### src/hw/rtl/biou_pkg.sv
// ----------------------------------------------------------------------------
// biou_pkg
// Shared constants and types for the box intersection-over-union block.
// ----------------------------------------------------------------------------
`timescale 1ns / 1ps
`default_nettype none

package biou_pkg;

   localparam int unsigned COORD_BITS_DEFAULT = 12;
   localparam int unsigned FRAC_BITS_DEFAULT  = 16;

   // entries in the queue between the geometry front and the divider
   localparam int unsigned QUEUE_DEPTH = 4;

   // register stages in the geometry front
   localparam int unsigned FRONT_STAGES = 4;

   typedef struct packed {
      logic sep;    // boxes separated on an axis
      logic degen;  // union area is zero
   } biou_flags_type;

endpackage

`default_nettype wire

### src/hw/rtl/biou_front.sv
// ----------------------------------------------------------------------------
// biou_front
// Four-stage geometry pipeline: far edges, separation test, overlap extents,
// areas and union. Emits one record per accepted pair, never stalls.
// ----------------------------------------------------------------------------
`timescale 1ns / 1ps
`default_nettype none

module biou_front #(
   parameter int unsigned COORD_BITS = biou_pkg::COORD_BITS_DEFAULT
) (
   input  wire logic                    clock,
   input  wire logic                    reset,
   input  wire logic                    in_valid,
   input  wire logic [COORD_BITS-1:0]   a_x,
   input  wire logic [COORD_BITS-1:0]   a_y,
   input  wire logic [COORD_BITS-1:0]   a_w,
   input  wire logic [COORD_BITS-1:0]   a_h,
   input  wire logic [COORD_BITS-1:0]   b_x,
   input  wire logic [COORD_BITS-1:0]   b_y,
   input  wire logic [COORD_BITS-1:0]   b_w,
   input  wire logic [COORD_BITS-1:0]   b_h,
   output logic                         out_valid,
   output logic [2*COORD_BITS-1:0]      out_inter,
   output logic [2*COORD_BITS:0]        out_uni,
   output biou_pkg::biou_flags_type     out_flags
);

   localparam int unsigned C  = COORD_BITS;
   localparam int unsigned C1 = COORD_BITS + 1;
   localparam int unsigned A  = 2 * COORD_BITS;

   // stage 1: corners and far edges
   logic          s1_valid_ff;
   logic [C-1:0]  s1_ax_ff, s1_ay_ff, s1_bx_ff, s1_by_ff;
   logic [C-1:0]  s1_aw_ff, s1_ah_ff, s1_bw_ff, s1_bh_ff;
   logic [C1-1:0] s1_ax1_ff, s1_ay1_ff, s1_bx1_ff, s1_by1_ff;

   // stage 2: separation and overlap extents
   logic          s2_valid_ff;
   logic          s2_sep_ff;
   logic [C-1:0]  s2_ix_ff, s2_iy_ff;
   logic [C-1:0]  s2_aw_ff, s2_ah_ff, s2_bw_ff, s2_bh_ff;

   // stage 3: products
   logic          s3_valid_ff;
   logic          s3_sep_ff;
   logic [A-1:0]  s3_inter_ff, s3_area_a_ff, s3_area_b_ff;

   // stage 4: union
   logic          s4_valid_ff;
   logic          s4_sep_ff;
   logic          s4_degen_ff;
   logic [A-1:0]  s4_inter_ff;
   logic [A:0]    s4_uni_ff;

   logic          sep_in;
   logic [C1-1:0] lo_x, lo_y, hi_x, hi_y, dx, dy;
   logic [A:0]    uni_in;

   always_comb begin
      sep_in = ({1'b0, s1_ay_ff} > s1_by1_ff) || ({1'b0, s1_ax_ff} > s1_bx1_ff) ||
               (s1_ay1_ff < {1'b0, s1_by_ff}) || (s1_ax1_ff < {1'b0, s1_bx_ff});
      hi_x = (s1_ax1_ff < s1_bx1_ff) ? s1_ax1_ff : s1_bx1_ff;
      hi_y = (s1_ay1_ff < s1_by1_ff) ? s1_ay1_ff : s1_by1_ff;
      lo_x = (s1_ax_ff > s1_bx_ff) ? {1'b0, s1_ax_ff} : {1'b0, s1_bx_ff};
      lo_y = (s1_ay_ff > s1_by_ff) ? {1'b0, s1_ay_ff} : {1'b0, s1_by_ff};
      // overlap never exceeds either size when not separated, so C bits suffice
      dx = hi_x - lo_x;
      dy = hi_y - lo_y;
      uni_in = {1'b0, s3_area_a_ff} + {1'b0, s3_area_b_ff} - {1'b0, s3_inter_ff};
   end

   always_ff @(posedge clock) begin
      if (reset) begin
         s1_valid_ff <= 1'b0;
         s2_valid_ff <= 1'b0;
         s3_valid_ff <= 1'b0;
         s4_valid_ff <= 1'b0;
      end else begin
         s1_valid_ff <= in_valid;
         s2_valid_ff <= s1_valid_ff;
         s3_valid_ff <= s2_valid_ff;
         s4_valid_ff <= s3_valid_ff;
      end
   end

   always_ff @(posedge clock) begin
      s1_ax_ff  <= a_x;
      s1_ay_ff  <= a_y;
      s1_bx_ff  <= b_x;
      s1_by_ff  <= b_y;
      s1_aw_ff  <= a_w;
      s1_ah_ff  <= a_h;
      s1_bw_ff  <= b_w;
      s1_bh_ff  <= b_h;
      s1_ax1_ff <= {1'b0, a_x} + {1'b0, a_w};
      s1_ay1_ff <= {1'b0, a_y} + {1'b0, a_h};
      s1_bx1_ff <= {1'b0, b_x} + {1'b0, b_w};
      s1_by1_ff <= {1'b0, b_y} + {1'b0, b_h};

      s2_sep_ff <= sep_in;
      s2_ix_ff  <= dx[C-1:0];
      s2_iy_ff  <= dy[C-1:0];
      s2_aw_ff  <= s1_aw_ff;
      s2_ah_ff  <= s1_ah_ff;
      s2_bw_ff  <= s1_bw_ff;
      s2_bh_ff  <= s1_bh_ff;

      s3_sep_ff    <= s2_sep_ff;
      s3_inter_ff  <= {{C{1'b0}}, s2_ix_ff} * {{C{1'b0}}, s2_iy_ff};
      s3_area_a_ff <= {{C{1'b0}}, s2_aw_ff} * {{C{1'b0}}, s2_ah_ff};
      s3_area_b_ff <= {{C{1'b0}}, s2_bw_ff} * {{C{1'b0}}, s2_bh_ff};

      s4_sep_ff   <= s3_sep_ff;
      s4_inter_ff <= s3_inter_ff;
      s4_uni_ff   <= uni_in;
      s4_degen_ff <= !s3_sep_ff && (uni_in == '0);
   end

   assign out_valid       = s4_valid_ff;
   assign out_inter       = s4_inter_ff;
   assign out_uni         = s4_uni_ff;
   assign out_flags.sep   = s4_sep_ff;
   assign out_flags.degen = s4_degen_ff;

endmodule

`default_nettype wire

### src/hw/rtl/biou_queue.sv
// ----------------------------------------------------------------------------
// biou_queue
// Short FIFO between the geometry front and the divider back end.
// ----------------------------------------------------------------------------
`timescale 1ns / 1ps
`default_nettype none

module biou_queue #(
   parameter int unsigned COORD_BITS = biou_pkg::COORD_BITS_DEFAULT
) (
   input  wire logic                     clock,
   input  wire logic                     reset,
   input  wire logic                     push,
   input  wire logic [2*COORD_BITS-1:0]  push_inter,
   input  wire logic [2*COORD_BITS:0]    push_uni,
   input  wire biou_pkg::biou_flags_type push_flags,
   input  wire logic                     pop,
   output logic                          not_empty,
   output logic [2*COORD_BITS-1:0]       pop_inter,
   output logic [2*COORD_BITS:0]         pop_uni,
   output biou_pkg::biou_flags_type      pop_flags
);

   localparam int unsigned DEPTH = biou_pkg::QUEUE_DEPTH;
   localparam int unsigned PW    = $clog2(DEPTH);
   localparam int unsigned CW    = $clog2(DEPTH + 1);
   localparam int unsigned A     = 2 * COORD_BITS;

   logic [A-1:0]             inter_mem [0:DEPTH-1];
   logic [A:0]               uni_mem   [0:DEPTH-1];
   biou_pkg::biou_flags_type flags_mem [0:DEPTH-1];

   logic [PW-1:0] wptr_ff, wptr_in, rptr_ff, rptr_in;
   logic [CW-1:0] count_ff, count_in;
   logic          do_pop;

   assign do_pop = pop && (count_ff != '0);

   always_comb begin
      wptr_in  = push ? wptr_ff + PW'(1) : wptr_ff;
      rptr_in  = do_pop ? rptr_ff + PW'(1) : rptr_ff;
      count_in = count_ff;
      priority if (push && !do_pop) begin
         count_in = count_ff + CW'(1);
      end else if (do_pop && !push) begin
         count_in = count_ff - CW'(1);
      end
   end

   always_ff @(posedge clock) begin
      if (reset) begin
         wptr_ff  <= '0;
         rptr_ff  <= '0;
         count_ff <= '0;
      end else begin
         wptr_ff  <= wptr_in;
         rptr_ff  <= rptr_in;
         count_ff <= count_in;
      end
   end

   always_ff @(posedge clock) begin
      if (push) begin
         inter_mem[wptr_ff] <= push_inter;
         uni_mem[wptr_ff]   <= push_uni;
         flags_mem[wptr_ff] <= push_flags;
      end
   end

   assign not_empty = (count_ff != '0);
   assign pop_inter = inter_mem[rptr_ff];
   assign pop_uni   = uni_mem[rptr_ff];
   assign pop_flags = flags_mem[rptr_ff];

`ifndef SYNTH
   a_no_overflow: assert property (@(posedge clock) disable iff (reset)
      (count_ff == CW'(DEPTH)) |-> !push)
      else $error("queue written while full");

   a_count_bound: assert property (@(posedge clock) disable iff (reset)
      count_ff <= CW'(DEPTH))
      else $error("queue count out of range");

   a_count_step: assert property (@(posedge clock) disable iff (reset)
      (push && !do_pop) |=> (count_ff == $past(count_ff) + CW'(1)))
      else $error("queue count did not advance on push");
`endif

endmodule

`default_nettype wire

### src/hw/rtl/biou_div.sv
// ----------------------------------------------------------------------------
// biou_div
// Pipelined restoring divider: one quotient bit per stage, FRAC_BITS+1
// stages, computes floor(inter * 2^FRAC_BITS / union). Never stalls.
// ----------------------------------------------------------------------------
`timescale 1ns / 1ps
`default_nettype none

module biou_div #(
   parameter int unsigned COORD_BITS = biou_pkg::COORD_BITS_DEFAULT,
   parameter int unsigned FRAC_BITS  = biou_pkg::FRAC_BITS_DEFAULT
) (
   input  wire logic                     clock,
   input  wire logic                     reset,
   input  wire logic                     in_valid,
   input  wire logic [2*COORD_BITS-1:0]  in_inter,
   input  wire logic [2*COORD_BITS:0]    in_uni,
   input  wire biou_pkg::biou_flags_type in_flags,
   output logic                          out_valid,
   output logic [FRAC_BITS:0]            out_ratio,
   output logic                          out_degen
);

   localparam int unsigned STEPS = FRAC_BITS + 1;
   localparam int unsigned RW    = 2 * COORD_BITS + 2;
   localparam int unsigned DW    = 2 * COORD_BITS + 1;

   logic                     valid_ff [0:STEPS];
   logic [RW-1:0]            rem_ff   [0:STEPS];
   logic [DW-1:0]            den_ff   [0:STEPS];
   logic [STEPS-1:0]         quo_ff   [0:STEPS];
   biou_pkg::biou_flags_type flags_ff [0:STEPS];

   always_ff @(posedge clock) begin
      if (reset) begin
         valid_ff[0] <= 1'b0;
      end else begin
         valid_ff[0] <= in_valid;
      end
   end

   always_ff @(posedge clock) begin
      rem_ff[0]   <= {2'b00, in_inter};
      den_ff[0]   <= in_uni;
      quo_ff[0]   <= '0;
      flags_ff[0] <= in_flags;
   end

   for (genvar j = 0; j < STEPS; j++) begin : g_step
      logic [RW-1:0] shifted;
      logic          qbit;
      logic [RW-1:0] rem_in;

      always_comb begin
         // first step takes the integer bit without a shift
         shifted = (j == 0) ? rem_ff[j] : {rem_ff[j][RW-2:0], 1'b0};
         qbit    = (shifted >= {1'b0, den_ff[j]});
         rem_in  = qbit ? (shifted - {1'b0, den_ff[j]}) : shifted;
      end

      always_ff @(posedge clock) begin
         if (reset) begin
            valid_ff[j+1] <= 1'b0;
         end else begin
            valid_ff[j+1] <= valid_ff[j];
         end
      end

      always_ff @(posedge clock) begin
         rem_ff[j+1]   <= rem_in;
         den_ff[j+1]   <= den_ff[j];
         quo_ff[j+1]   <= {quo_ff[j][STEPS-2:0], qbit};
         flags_ff[j+1] <= flags_ff[j];
      end
   end

   // overlap never exceeds the union, so the quotient stays at or below one
   assign out_valid = valid_ff[STEPS];
   assign out_ratio = (flags_ff[STEPS].sep || flags_ff[STEPS].degen) ? '0 : quo_ff[STEPS];
   assign out_degen = flags_ff[STEPS].degen;

endmodule

`default_nettype wire

### src/hw/rtl/box_iou.sv
// ----------------------------------------------------------------------------
// box_iou
// Intersection over union of two axis-aligned boxes, 16-bit fraction result.
// ----------------------------------------------------------------------------
// One box pair can be taken every clock while busy is low; a transfer happens
// at an edge with start high and busy low. Each result is driven on rsp_ratio
// and rsp_degenerate with rsp_valid high for exactly one cycle and is taken in
// order, after the pair passes the four geometry stages, the queue, then the
// divider input register and FRAC_BITS + 1 stages retiring one quotient bit
// each. The receiver cannot stall, so the back end drains every cycle and busy
// stays low in normal streaming; it only guards the front pipeline and queue
// against overfill.
`timescale 1ns / 1ps
`default_nettype none

module box_iou #(
   parameter int unsigned COORD_BITS = biou_pkg::COORD_BITS_DEFAULT,
   parameter int unsigned FRAC_BITS  = biou_pkg::FRAC_BITS_DEFAULT
) (
   input  wire logic                  clock,
   input  wire logic                  reset,
   input  wire logic                  start,
   output logic                       busy,
   input  wire logic [COORD_BITS-1:0] req_a_x,
   input  wire logic [COORD_BITS-1:0] req_a_y,
   input  wire logic [COORD_BITS-1:0] req_a_w,
   input  wire logic [COORD_BITS-1:0] req_a_h,
   input  wire logic [COORD_BITS-1:0] req_b_x,
   input  wire logic [COORD_BITS-1:0] req_b_y,
   input  wire logic [COORD_BITS-1:0] req_b_w,
   input  wire logic [COORD_BITS-1:0] req_b_h,
   output logic                       rsp_valid,
   output logic [FRAC_BITS:0]         rsp_ratio,
   output logic                       rsp_degenerate
);

   localparam int unsigned LIMIT = biou_pkg::QUEUE_DEPTH + biou_pkg::FRONT_STAGES;
   localparam int unsigned OW    = $clog2(LIMIT + 1);
   localparam int unsigned A     = 2 * COORD_BITS;

   logic accept;

   logic                     f_valid;
   logic [A-1:0]             f_inter;
   logic [A:0]               f_uni;
   biou_pkg::biou_flags_type f_flags;

   logic                     q_not_empty;
   logic [A-1:0]             q_inter;
   logic [A:0]               q_uni;
   biou_pkg::biou_flags_type q_flags;

   // pairs in the front pipeline plus pairs waiting in the queue
   logic [OW-1:0] occ_ff, occ_in;

   assign busy   = (occ_ff == OW'(LIMIT));
   assign accept = start && !busy;

   always_comb begin
      occ_in = occ_ff;
      priority if (accept && !q_not_empty) begin
         occ_in = occ_ff + OW'(1);
      end else if (q_not_empty && !accept) begin
         occ_in = occ_ff - OW'(1);
      end
   end

   always_ff @(posedge clock) begin
      if (reset) begin
         occ_ff <= '0;
      end else begin
         occ_ff <= occ_in;
      end
   end

   biou_front #(
      .COORD_BITS (COORD_BITS)
   ) u_front (
      .clock     (clock),
      .reset     (reset),
      .in_valid  (accept),
      .a_x       (req_a_x),
      .a_y       (req_a_y),
      .a_w       (req_a_w),
      .a_h       (req_a_h),
      .b_x       (req_b_x),
      .b_y       (req_b_y),
      .b_w       (req_b_w),
      .b_h       (req_b_h),
      .out_valid (f_valid),
      .out_inter (f_inter),
      .out_uni   (f_uni),
      .out_flags (f_flags)
   );

   biou_queue #(
      .COORD_BITS (COORD_BITS)
   ) u_queue (
      .clock      (clock),
      .reset      (reset),
      .push       (f_valid),
      .push_inter (f_inter),
      .push_uni   (f_uni),
      .push_flags (f_flags),
      .pop        (q_not_empty),
      .not_empty  (q_not_empty),
      .pop_inter  (q_inter),
      .pop_uni    (q_uni),
      .pop_flags  (q_flags)
   );

   biou_div #(
      .COORD_BITS (COORD_BITS),
      .FRAC_BITS  (FRAC_BITS)
   ) u_div (
      .clock     (clock),
      .reset     (reset),
      .in_valid  (q_not_empty),
      .in_inter  (q_inter),
      .in_uni    (q_uni),
      .in_flags  (q_flags),
      .out_valid (rsp_valid),
      .out_ratio (rsp_ratio),
      .out_degen (rsp_degenerate)
   );

`ifndef SYNTH
   a_occ_bound: assert property (@(posedge clock) disable iff (reset)
      occ_ff <= OW'(LIMIT))
      else $error("occupancy exceeds front and queue capacity");

   a_degen_zero: assert property (@(posedge clock) disable iff (reset)
      (rsp_valid && rsp_degenerate) |-> (rsp_ratio == '0))
      else $error("degenerate result with nonzero ratio");

   a_ratio_max: assert property (@(posedge clock) disable iff (reset)
      rsp_valid |-> (rsp_ratio <= ((FRAC_BITS + 1)'(1) << FRAC_BITS)))
      else $error("ratio above one");

   a_idle_busy: assert property (@(posedge clock) disable iff (reset)
      (occ_ff == '0) |-> !busy)
      else $error("busy while empty");
`endif

endmodule

`default_nettype wire

### config.mk
export PLATFORM = sky130hd
export DESIGN_NAME = box_iou
export DESIGN_NICKNAME = d
export VERILOG_FILES = /design/src/hw/rtl/biou_pkg.sv /design/src/hw/rtl/biou_front.sv /design/src/hw/rtl/biou_queue.sv /design/src/hw/rtl/biou_div.sv /design/src/hw/rtl/box_iou.sv
export SDC_FILE = /design/constraint.sdc
export NUM_CORES = 2
export LEC_CHECK = 0
export ABC_AREA = 1
export BUFFER_PORTS_ARGS = -buffer_cell sky130_fd_sc_hd__clkbuf_2
export CELL_PAD_IN_SITES_DETAIL_PLACEMENT = 0
export CELL_PAD_IN_SITES_GLOBAL_PLACEMENT = 1
export CORE_MARGIN = 4
export CORE_UTILIZATION = 29
export DETAILED_ROUTE_END_ITERATION = 16
export GPL_TIMING_DRIVEN = 1
export PLACE_DENSITY = 0.55
export SYNTH_ARGS = -nofsm -noshare
export SYNTH_HDL_FRONTEND = slang
export SYNTH_SLANG_ARGS = --single-unit
### constraint.sdc
create_clock -name clock -period 6.2 [get_ports clock]
set_input_delay 1.24 -clock clock [delete_from_list [all_inputs] [get_ports clock]]
set_output_delay 1.24 -clock clock [all_outputs]
set_load 0.02 [all_outputs]
Yosys cells after proc, flatten, opt, wreduce, memory -nomap -nowiden
Memory sizes are Yosys's and may differ from the RTL's. A register that Yosys moved wholly into a read port is not among the register bits.
Index checks and enable logic that the tools add are counted.
Widths: inputs -> output; s select.
{"block": "classes", "multipliers": 3, "n_lt_le_gt_ge": 25, "addsub": 31, "bitwise": 18, "n_reduce_logical": 19, "mux": 55, "n_eq_ne": 1}
{"op": "$ge 26x25->1", "count": 17}
{"op": "$mux 26", "count": 17}
{"op": "$sub 26x25->26", "count": 17}
{"op": "$mul 12x12->24", "count": 3}
{"op": "$add 12x12->13", "count": 4}
{"op": "$mux 12", "count": 4}
{"op": "$gt 12x13->1", "count": 2}
{"op": "$lt 13x12->1", "count": 2}
{"op": "$lt 13x13->1", "count": 2}
{"op": "$add 24x24->25", "count": 1}
{"op": "$logic_not 25->1", "count": 1}
{"op": "$sub 25x24->25", "count": 1}
{"op": "$gt 12x12->1", "count": 2}
{"op": "$sub 12x12->12", "count": 2}
{"op": "$mux 1", "count": 23}
{"op": "$or 1x1->1", "count": 18}
{"op": "$mux 17", "count": 1}
{"op": "$mux 2", "count": 6}
{"op": "$mux 4", "count": 2}
{"op": "$logic_and 1x1->1", "count": 6}
{"op": "$mux 3", "count": 2}
{"op": "$logic_not 1->1", "count": 5}
{"op": "$add 2x1->2 const B", "count": 2}
{"op": "$add 4x1->4 const B", "count": 1}
{"op": "7 further kinds", "count": 11}
{"block": "word_totals", "mem_bits_rw": 1482, "wordCells": 195, "n_memories": 8, "output_inout_bits": 20, "reg_bits": 360, "inputBits": 99}
{"name": "u_div.rem_ff", "words": 18, "word_bits": 26, "read_ports": 17, "rd_clocked_by_memory_dff": 0, "wr": 18, "line": "biou_div.sv:29", "rtl": "logic [RW-1:0] rem_ff [0:STEPS];"}
{"name": "u_div.den_ff", "words": 18, "word_bits": 25, "read_ports": 17, "rd_clocked_by_memory_dff": 0, "wr": 18, "line": "biou_div.sv:30", "rtl": "logic [DW-1:0] den_ff [0:STEPS];"}
{"name": "u_div.quo_ff", "words": 18, "word_bits": 17, "read_ports": 18, "rd_clocked_by_memory_dff": 0, "wr": 18, "line": "biou_div.sv:31", "rtl": "logic [STEPS-1:0] quo_ff [0:STEPS];"}
{"name": "u_queue.uni_mem", "words": 4, "word_bits": 25, "read_ports": 1, "rd_clocked_by_memory_dff": 1, "wr": 1, "line": "biou_queue.sv:30", "rtl": "logic [A:0] uni_mem [0:DEPTH-1];"}
{"name": "u_queue.inter_mem", "words": 4, "word_bits": 24, "read_ports": 1, "rd_clocked_by_memory_dff": 1, "wr": 1, "line": "biou_queue.sv:29", "rtl": "logic [A-1:0] inter_mem [0:DEPTH-1];"}
{"name": "u_div.flags_ff", "words": 18, "word_bits": 2, "read_ports": 18, "rd_clocked_by_memory_dff": 0, "wr": 18, "line": "biou_div.sv:32", "rtl": "biou_pkg::biou_flags_type flags_ff [0:STEPS];"}
{"name": "2 more memories"}

Longest topological paths before layout
{"block": "depth", "ltp_word": 7, "ltp_mapped": 23, "ltp_nobuf": 22}

Cells and area by module
Synthesis repeated with hierarchy kept, for this count alone.
{"block": "unflattened", "hier_cells": 13587, "area_unflattened_um2": 98757.2}
{"mod": "biou_div", "cells_per_inst": 9396, "area_per_inst_um2": 61073.6, "instances": 1, "seq_area_each_um2": 21140.3}
{"mod": "biou_front", "cells_per_inst": 3596, "area_per_inst_um2": 29348.1, "instances": 1, "seq_area_each_um2": 6986.7}
{"mod": "biou_queue", "cells_per_inst": 555, "area_per_inst_um2": 8050.2, "instances": 1, "seq_area_each_um2": 6306.0}
{"mod": "box_iou", "cells_per_inst": 40, "area_per_inst_um2": 285.3, "instances": 1, "seq_area_each_um2": 80.1}

Worst setup path after synthesis
OpenSTA, ideal clock, no wires.
{"block": "synth_timing", "kind": "reg2reg", "startpoint": "reg u_front.s2_bh_ff[3]", "endpoint": "reg u_front.s3_area_b_ff[17]", "arrival_time_ns": 4.545, "setup_time_ns": 0.123, "path_stages_with_launch": 19, "path_buffers": 1, "required_time_ns": 6.077, "period_less_slack_ns": 4.669, "slack_ns": 1.531, "cell_sequence": "dfxtp_1 -> clkbuf_1 -> nand2_1 -> fa_1 -> fa_1 -> fa_1 -> inv_1 -> fa_1 -> inv_1 -> fa_1 -> inv_1 -> ha_1 -> a21oi_1 -> o21ai_0 -> a21oi_1 -> inv_1 -> a31oi_1 -> o21bai_1 -> xor2_1"}
{"block": "synth_via", "elab_chain_len": 1}
{"element": "start: declaration", "line": "biou_front.sv:43", "rtl": "logic [C-1:0] s2_aw_ff, s2_ah_ff, s2_bw_ff, s2_bh_ff;"}
{"element": "start signal: assignment", "line": "biou_front.sv:108", "rtl": "s2_bh_ff <= s1_bh_ff;"}
{"element": "$mul 12x12->24", "line": "biou_front.sv:113", "rtl": "s3_area_b_ff <= {{C{1'b0}}, s2_bw_ff} * {{C{1'b0}}, s2_bh_ff};"}
{"element": "end signal: assignment", "line": "biou_front.sv:113"}
{"element": "end: declaration", "line": "biou_front.sv:48", "rtl": "logic [A-1:0] s3_inter_ff, s3_area_a_ff, s3_area_b_ff;"}
Every way passes these cells.
A chain may end at the register's enable or synchronous reset.

Worst setup path in the final report
{"block": "layout_timing", "startpoint": "reg u_front.s2_iy_ff[3]", "endpoint": "reg u_front.s3_inter_ff[23]"}
{"block": "layout_via", "elab_chain_len": 1}
{"element": "start: declaration", "line": "biou_front.sv:42", "rtl": "logic [C-1:0] s2_ix_ff, s2_iy_ff;"}
{"element": "start signal: assignment", "line": "biou_front.sv:104", "rtl": "s2_iy_ff <= dy[C-1:0];"}
{"element": "$mul 12x12->24", "line": "biou_front.sv:111", "rtl": "s3_inter_ff <= {{C{1'b0}}, s2_ix_ff} * {{C{1'b0}}, s2_iy_ff};"}
{"element": "end signal: assignment", "line": "biou_front.sv:111"}
{"element": "end: declaration", "line": "biou_front.sv:48"}
Every way passes these cells.

==> reports/metrics.yaml <==
status: "finished clean"
yosys.cell_types.count: 59
clock_root_buffer: "sky130_fd_sc_hd__clkbuf_16"
tritoncts: "yes"
htree_levels: 4
number_of_iterations_in_the_first_detailed_routing_pass: 6
rsz0062_at_grt: "no"
finalNetCount: 11700
timing.max_slew.rel_slack_pct: 24.2
tritoncts.num_buffers: 191
setup_slack_ns: 1.08
critical_path.startpoint: "u_front.s2_iy_ff[3]"
die-height_microns: 559
synthArstFlopShare_pct: 0
dpl.cell_count: 14300
holdBufCountCts: 0
path_max_fanout: 12
max_freq_mhz: 195
rows: 202
grtUsageTotal_pct: 16.5
detail_route.wirelength_mm: 262
pin_count_of_the_biggest_net_entering_global_routing: 88
post_synthesis_net_count: 11600
final_layout_size_suffix_gt1_share_pct: 7.03
timing.critical_path.to_type: "register"
crit-reg2reg-launch: "u_front.s2_iy_ff[3]"
layoutNonFillerInstCount: 14600
syn-cell-area_sq_mm: 0.0882
vias_per_std_cell: 4.51
yosys_warnings: 0
finalClockSkew_ns: 0.107
number_of_remaining_drc_errors: 0
synth.yosys.seq_area_share_pct: 39.1
dpl.hpwl_mm: 214
min-delay-path-class: "reg -> reg"
final_count_of_negative_setup_slack_endpoints: 0
grt.overflow.total: 0
floorplan.io_pins: 119
timing.critical_path.arrival_ns: 5.82
grt_pass1_wl_mm: 406
final_util_pct: 32.8
die_w_microns: 559
wire_per_inst_microns: 17.9
layout.cells.most_common_list: "2069 x sky130_fd_sc_hd__nand2_1, 1764 x sky130_fd_sc_hd__inv_1, 1416 x sky130_fd_sc_hd__dfxtp_1"
mostFrequentLayoutCell: "sky130_fd_sc_hd__nand2_1"
dp_slack_ns: 1.10
min-delay-start: "u_div.quo_ff[14][10]"
fill_cells: 31900
port_buffers: 118
dr_total_vias: 66000
slew_viol_final: 0
flow.area_growth_from_synthesis_pct: 12.5
antenna_found_initial: 11
vias_in_the_first_global_route: 67800
gp_routability_congestion: 0.880
fin_setup_tns_ns: 0
synth_ff_type: "sky130_fd_sc_hd__dfxtp_1"
drt_first_iter_violations: 3486
synth_seq_cells: 1622
initial_utilization_pct: 29.1
ant_nets: 0
clk_pin_slew_ns: 0.06
critPathKind: "reg -> reg"
postCtsSetupBuffers: 0
core-area_sq_mm: 0.303
start_kind: "register"
cts-resized-gates: 0
worstSkewPairLatency_ns: 0.89
drv_cap: 0
worst-endpoint-required_ns: 6.90
number_of_enable_flip_flop_cells_after_synthesis: 204
avgSynthCellArea_sq_um: 8.52
timing.final.hold_violations: 0
numClockSinks: 1622
die-area_sq_mm: 0.313
worstMarginPinSlew_ns: 1.14
clock_path_buffers: 4
fin_crit_sh_pct: 82.6
synth_cells: 10400
post_layout_min_period_ns: 5.12
[state kept, by name, summed over array words and instances, names as in the netlist, 24 cells and up, named ones only]
name and cells:
u_front.s3_area_b_ff 24, u_div.den_ff 425, u_queue.inter_mem 96, u_queue.uni_mem 100
u_front.out_uni 25, u_div.quo_ff 153, u_div.flags_ff 36, u_front.s3_area_a_ff 24
u_div.rem_ff 424, u_front.out_inter 24, u_front.s3_inter_ff 24
[per-layer routing]
metal / up-vias / global-route usage (%) / part of all wire, %
met5: - / 0 / 0
met4: 0 / 4.43 / 2.7
met3: 290 / 1.75 / 3.2
met2: 1033 / 28.8 / 48
met1: 31100 / 21.5 / 46
li1: 33500 / - / -
[area by class of cell]
cell class / count / area [sq um] / share of cell area (%)
tap: 3978 / 4980 / 5.02
inverter: 1787 / 6750 / 6.80
timing repair buffer: 128 / 666 / 0.671
clock inverter: 98 / 1070 / 1.08
clock buffer: 258 / 5460 / 5.50
antenna: 7 / 17.5 / 0.0177
multi-input combinational: 6763 / 45800 / 46.1
sequential: 1622 / 34500 / 34.8
[critical path: stages, from the launching register on]
cell	delay, ns
sky130_fd_sc_hd__dfxtp_1	0.61
sky130_fd_sc_hd__nand2_1	0.15
sky130_fd_sc_hd__fa_1	0.55
sky130_fd_sc_hd__inv_1	0.05
sky130_fd_sc_hd__fa_1	0.50
sky130_fd_sc_hd__fa_1	0.51
sky130_fd_sc_hd__fa_1	0.50
sky130_fd_sc_hd__inv_1	0.05
sky130_fd_sc_hd__fa_1	0.47
sky130_fd_sc_hd__inv_1	0.04
sky130_fd_sc_hd__ha_1	0.37
sky130_fd_sc_hd__nand2_1	0.11
sky130_fd_sc_hd__nor2_1	0.16
sky130_fd_sc_hd__nand4_1	0.10
sky130_fd_sc_hd__o211ai_1	0.29
sky130_fd_sc_hd__nand2_1	0.09
sky130_fd_sc_hd__o211ai_1	0.17
sky130_fd_sc_hd__nand2_1	0.11
sky130_fd_sc_hd__nand3b_1	0.10
sky130_fd_sc_hd__nand2_1	0.05
[cell usage after synthesis, types with 4 or more instances]
| library cell | n | area [sq um] |
|---|---|---|
| sky130_fd_sc_hd__ha_1 | 806 | 10100 |
| sky130_fd_sc_hd__buf_1 | 5 | 18.8 |
| sky130_fd_sc_hd__inv_1 | 1770 | 6640 |
| sky130_fd_sc_hd__nand3_2 | 17 | 170 |
| sky130_fd_sc_hd__dfxtp_1 | 1418 | 28400 |
| sky130_fd_sc_hd__o21ai_1 | 197 | 986 |
| sky130_fd_sc_hd__o21a_1 | 7 | 52.6 |
| sky130_fd_sc_hd__o21ai_2 | 149 | 1310 |
| sky130_fd_sc_hd__a21boi_4 | 8 | 150 |
| sky130_fd_sc_hd__nand3_1 | 254 | 1270 |
| sky130_fd_sc_hd__a211oi_1 | 20 | 150 |
| sky130_fd_sc_hd__nor3b_1 | 17 | 128 |
| sky130_fd_sc_hd__nand4_1 | 84 | 526 |
| sky130_fd_sc_hd__nor3_1 | 116 | 581 |
| sky130_fd_sc_hd__xor2_1 | 216 | 1890 |
| sky130_fd_sc_hd__nor4_1 | 6 | 37.5 |
| sky130_fd_sc_hd__o21bai_1 | 75 | 563 |
| sky130_fd_sc_hd__clkbuf_1 | 113 | 424 |
| sky130_fd_sc_hd__buf_6 | 60 | 676 |
| sky130_fd_sc_hd__inv_4 | 15 | 93.8 |
| sky130_fd_sc_hd__o31ai_1 | 4 | 30.0 |
| sky130_fd_sc_hd__nand3b_1 | 44 | 330 |
| sky130_fd_sc_hd__edfxtp_1 | 204 | 6130 |
| sky130_fd_sc_hd__nand2_2 | 17 | 106 |
| sky130_fd_sc_hd__nor2_1 | 697 | 2620 |
| sky130_fd_sc_hd__a31oi_1 | 34 | 213 |
| sky130_fd_sc_hd__o22ai_1 | 51 | 319 |
| sky130_fd_sc_hd__o211ai_1 | 23 | 173 |
| sky130_fd_sc_hd__nand2_1 | 2069 | 7770 |
| sky130_fd_sc_hd__o21ai_4 | 9 | 146 |
| sky130_fd_sc_hd__a21oi_2 | 33 | 289 |
| sky130_fd_sc_hd__a21oi_1 | 612 | 3060 |
| sky130_fd_sc_hd__a21o_1 | 83 | 623 |
| sky130_fd_sc_hd__o21ai_0 | 430 | 2150 |
| sky130_fd_sc_hd__o2111ai_1 | 7 | 61.3 |
| sky130_fd_sc_hd__xnor2_1 | 240 | 2100 |
| sky130_fd_sc_hd__a21boi_0 | 35 | 263 |
| sky130_fd_sc_hd__nand3_4 | 15 | 263 |
| sky130_fd_sc_hd__a21boi_2 | 7 | 78.8 |
| sky130_fd_sc_hd__o221a_2 | 13 | 146 |
| sky130_fd_sc_hd__fa_1 | 347 | 6950 |
[path summary, 6_finish.rpt]
| kind | endpoint | slack [ns] | cells past startpoint |
|---|---|---|---|
| min reg2reg | u_div.quo_ff[15][11] | 0.26 | 0 |
| max | u_front.s3_inter_ff[23] | 1.08 | 19 |
| min | u_div.quo_ff[15][11] | 0.26 | 0 |
| max reg2reg | u_front.s3_inter_ff[23] | 1.08 | 19 |
[metrics by stage]
step,instance area [sq um],hold slack (ns)
finish,99200,0.260
global route,99200,0.281
CTS,99200,0.249
detailed placement,92700,0.312
global placement,92700,0.310
floorplan,88200,0.310
[cell families after synthesis]
kind of cell | count (synthesis) | synth area share [%]
buffers and inverters | 1970 | 8.98
xor gates and xnor gates | 456 | 4.53
adders and majority gates | 1153 | 19.3
and+or+nand+nor | 3344 | 15.7
AOI/OAI and AO/OA | 1810 | 12.3
DFF | 1622 | 39.1
Power is left out: the tool's default activity adds up to more than one toggle a clock period on the data nets, which glitch-free logic cannot reach.
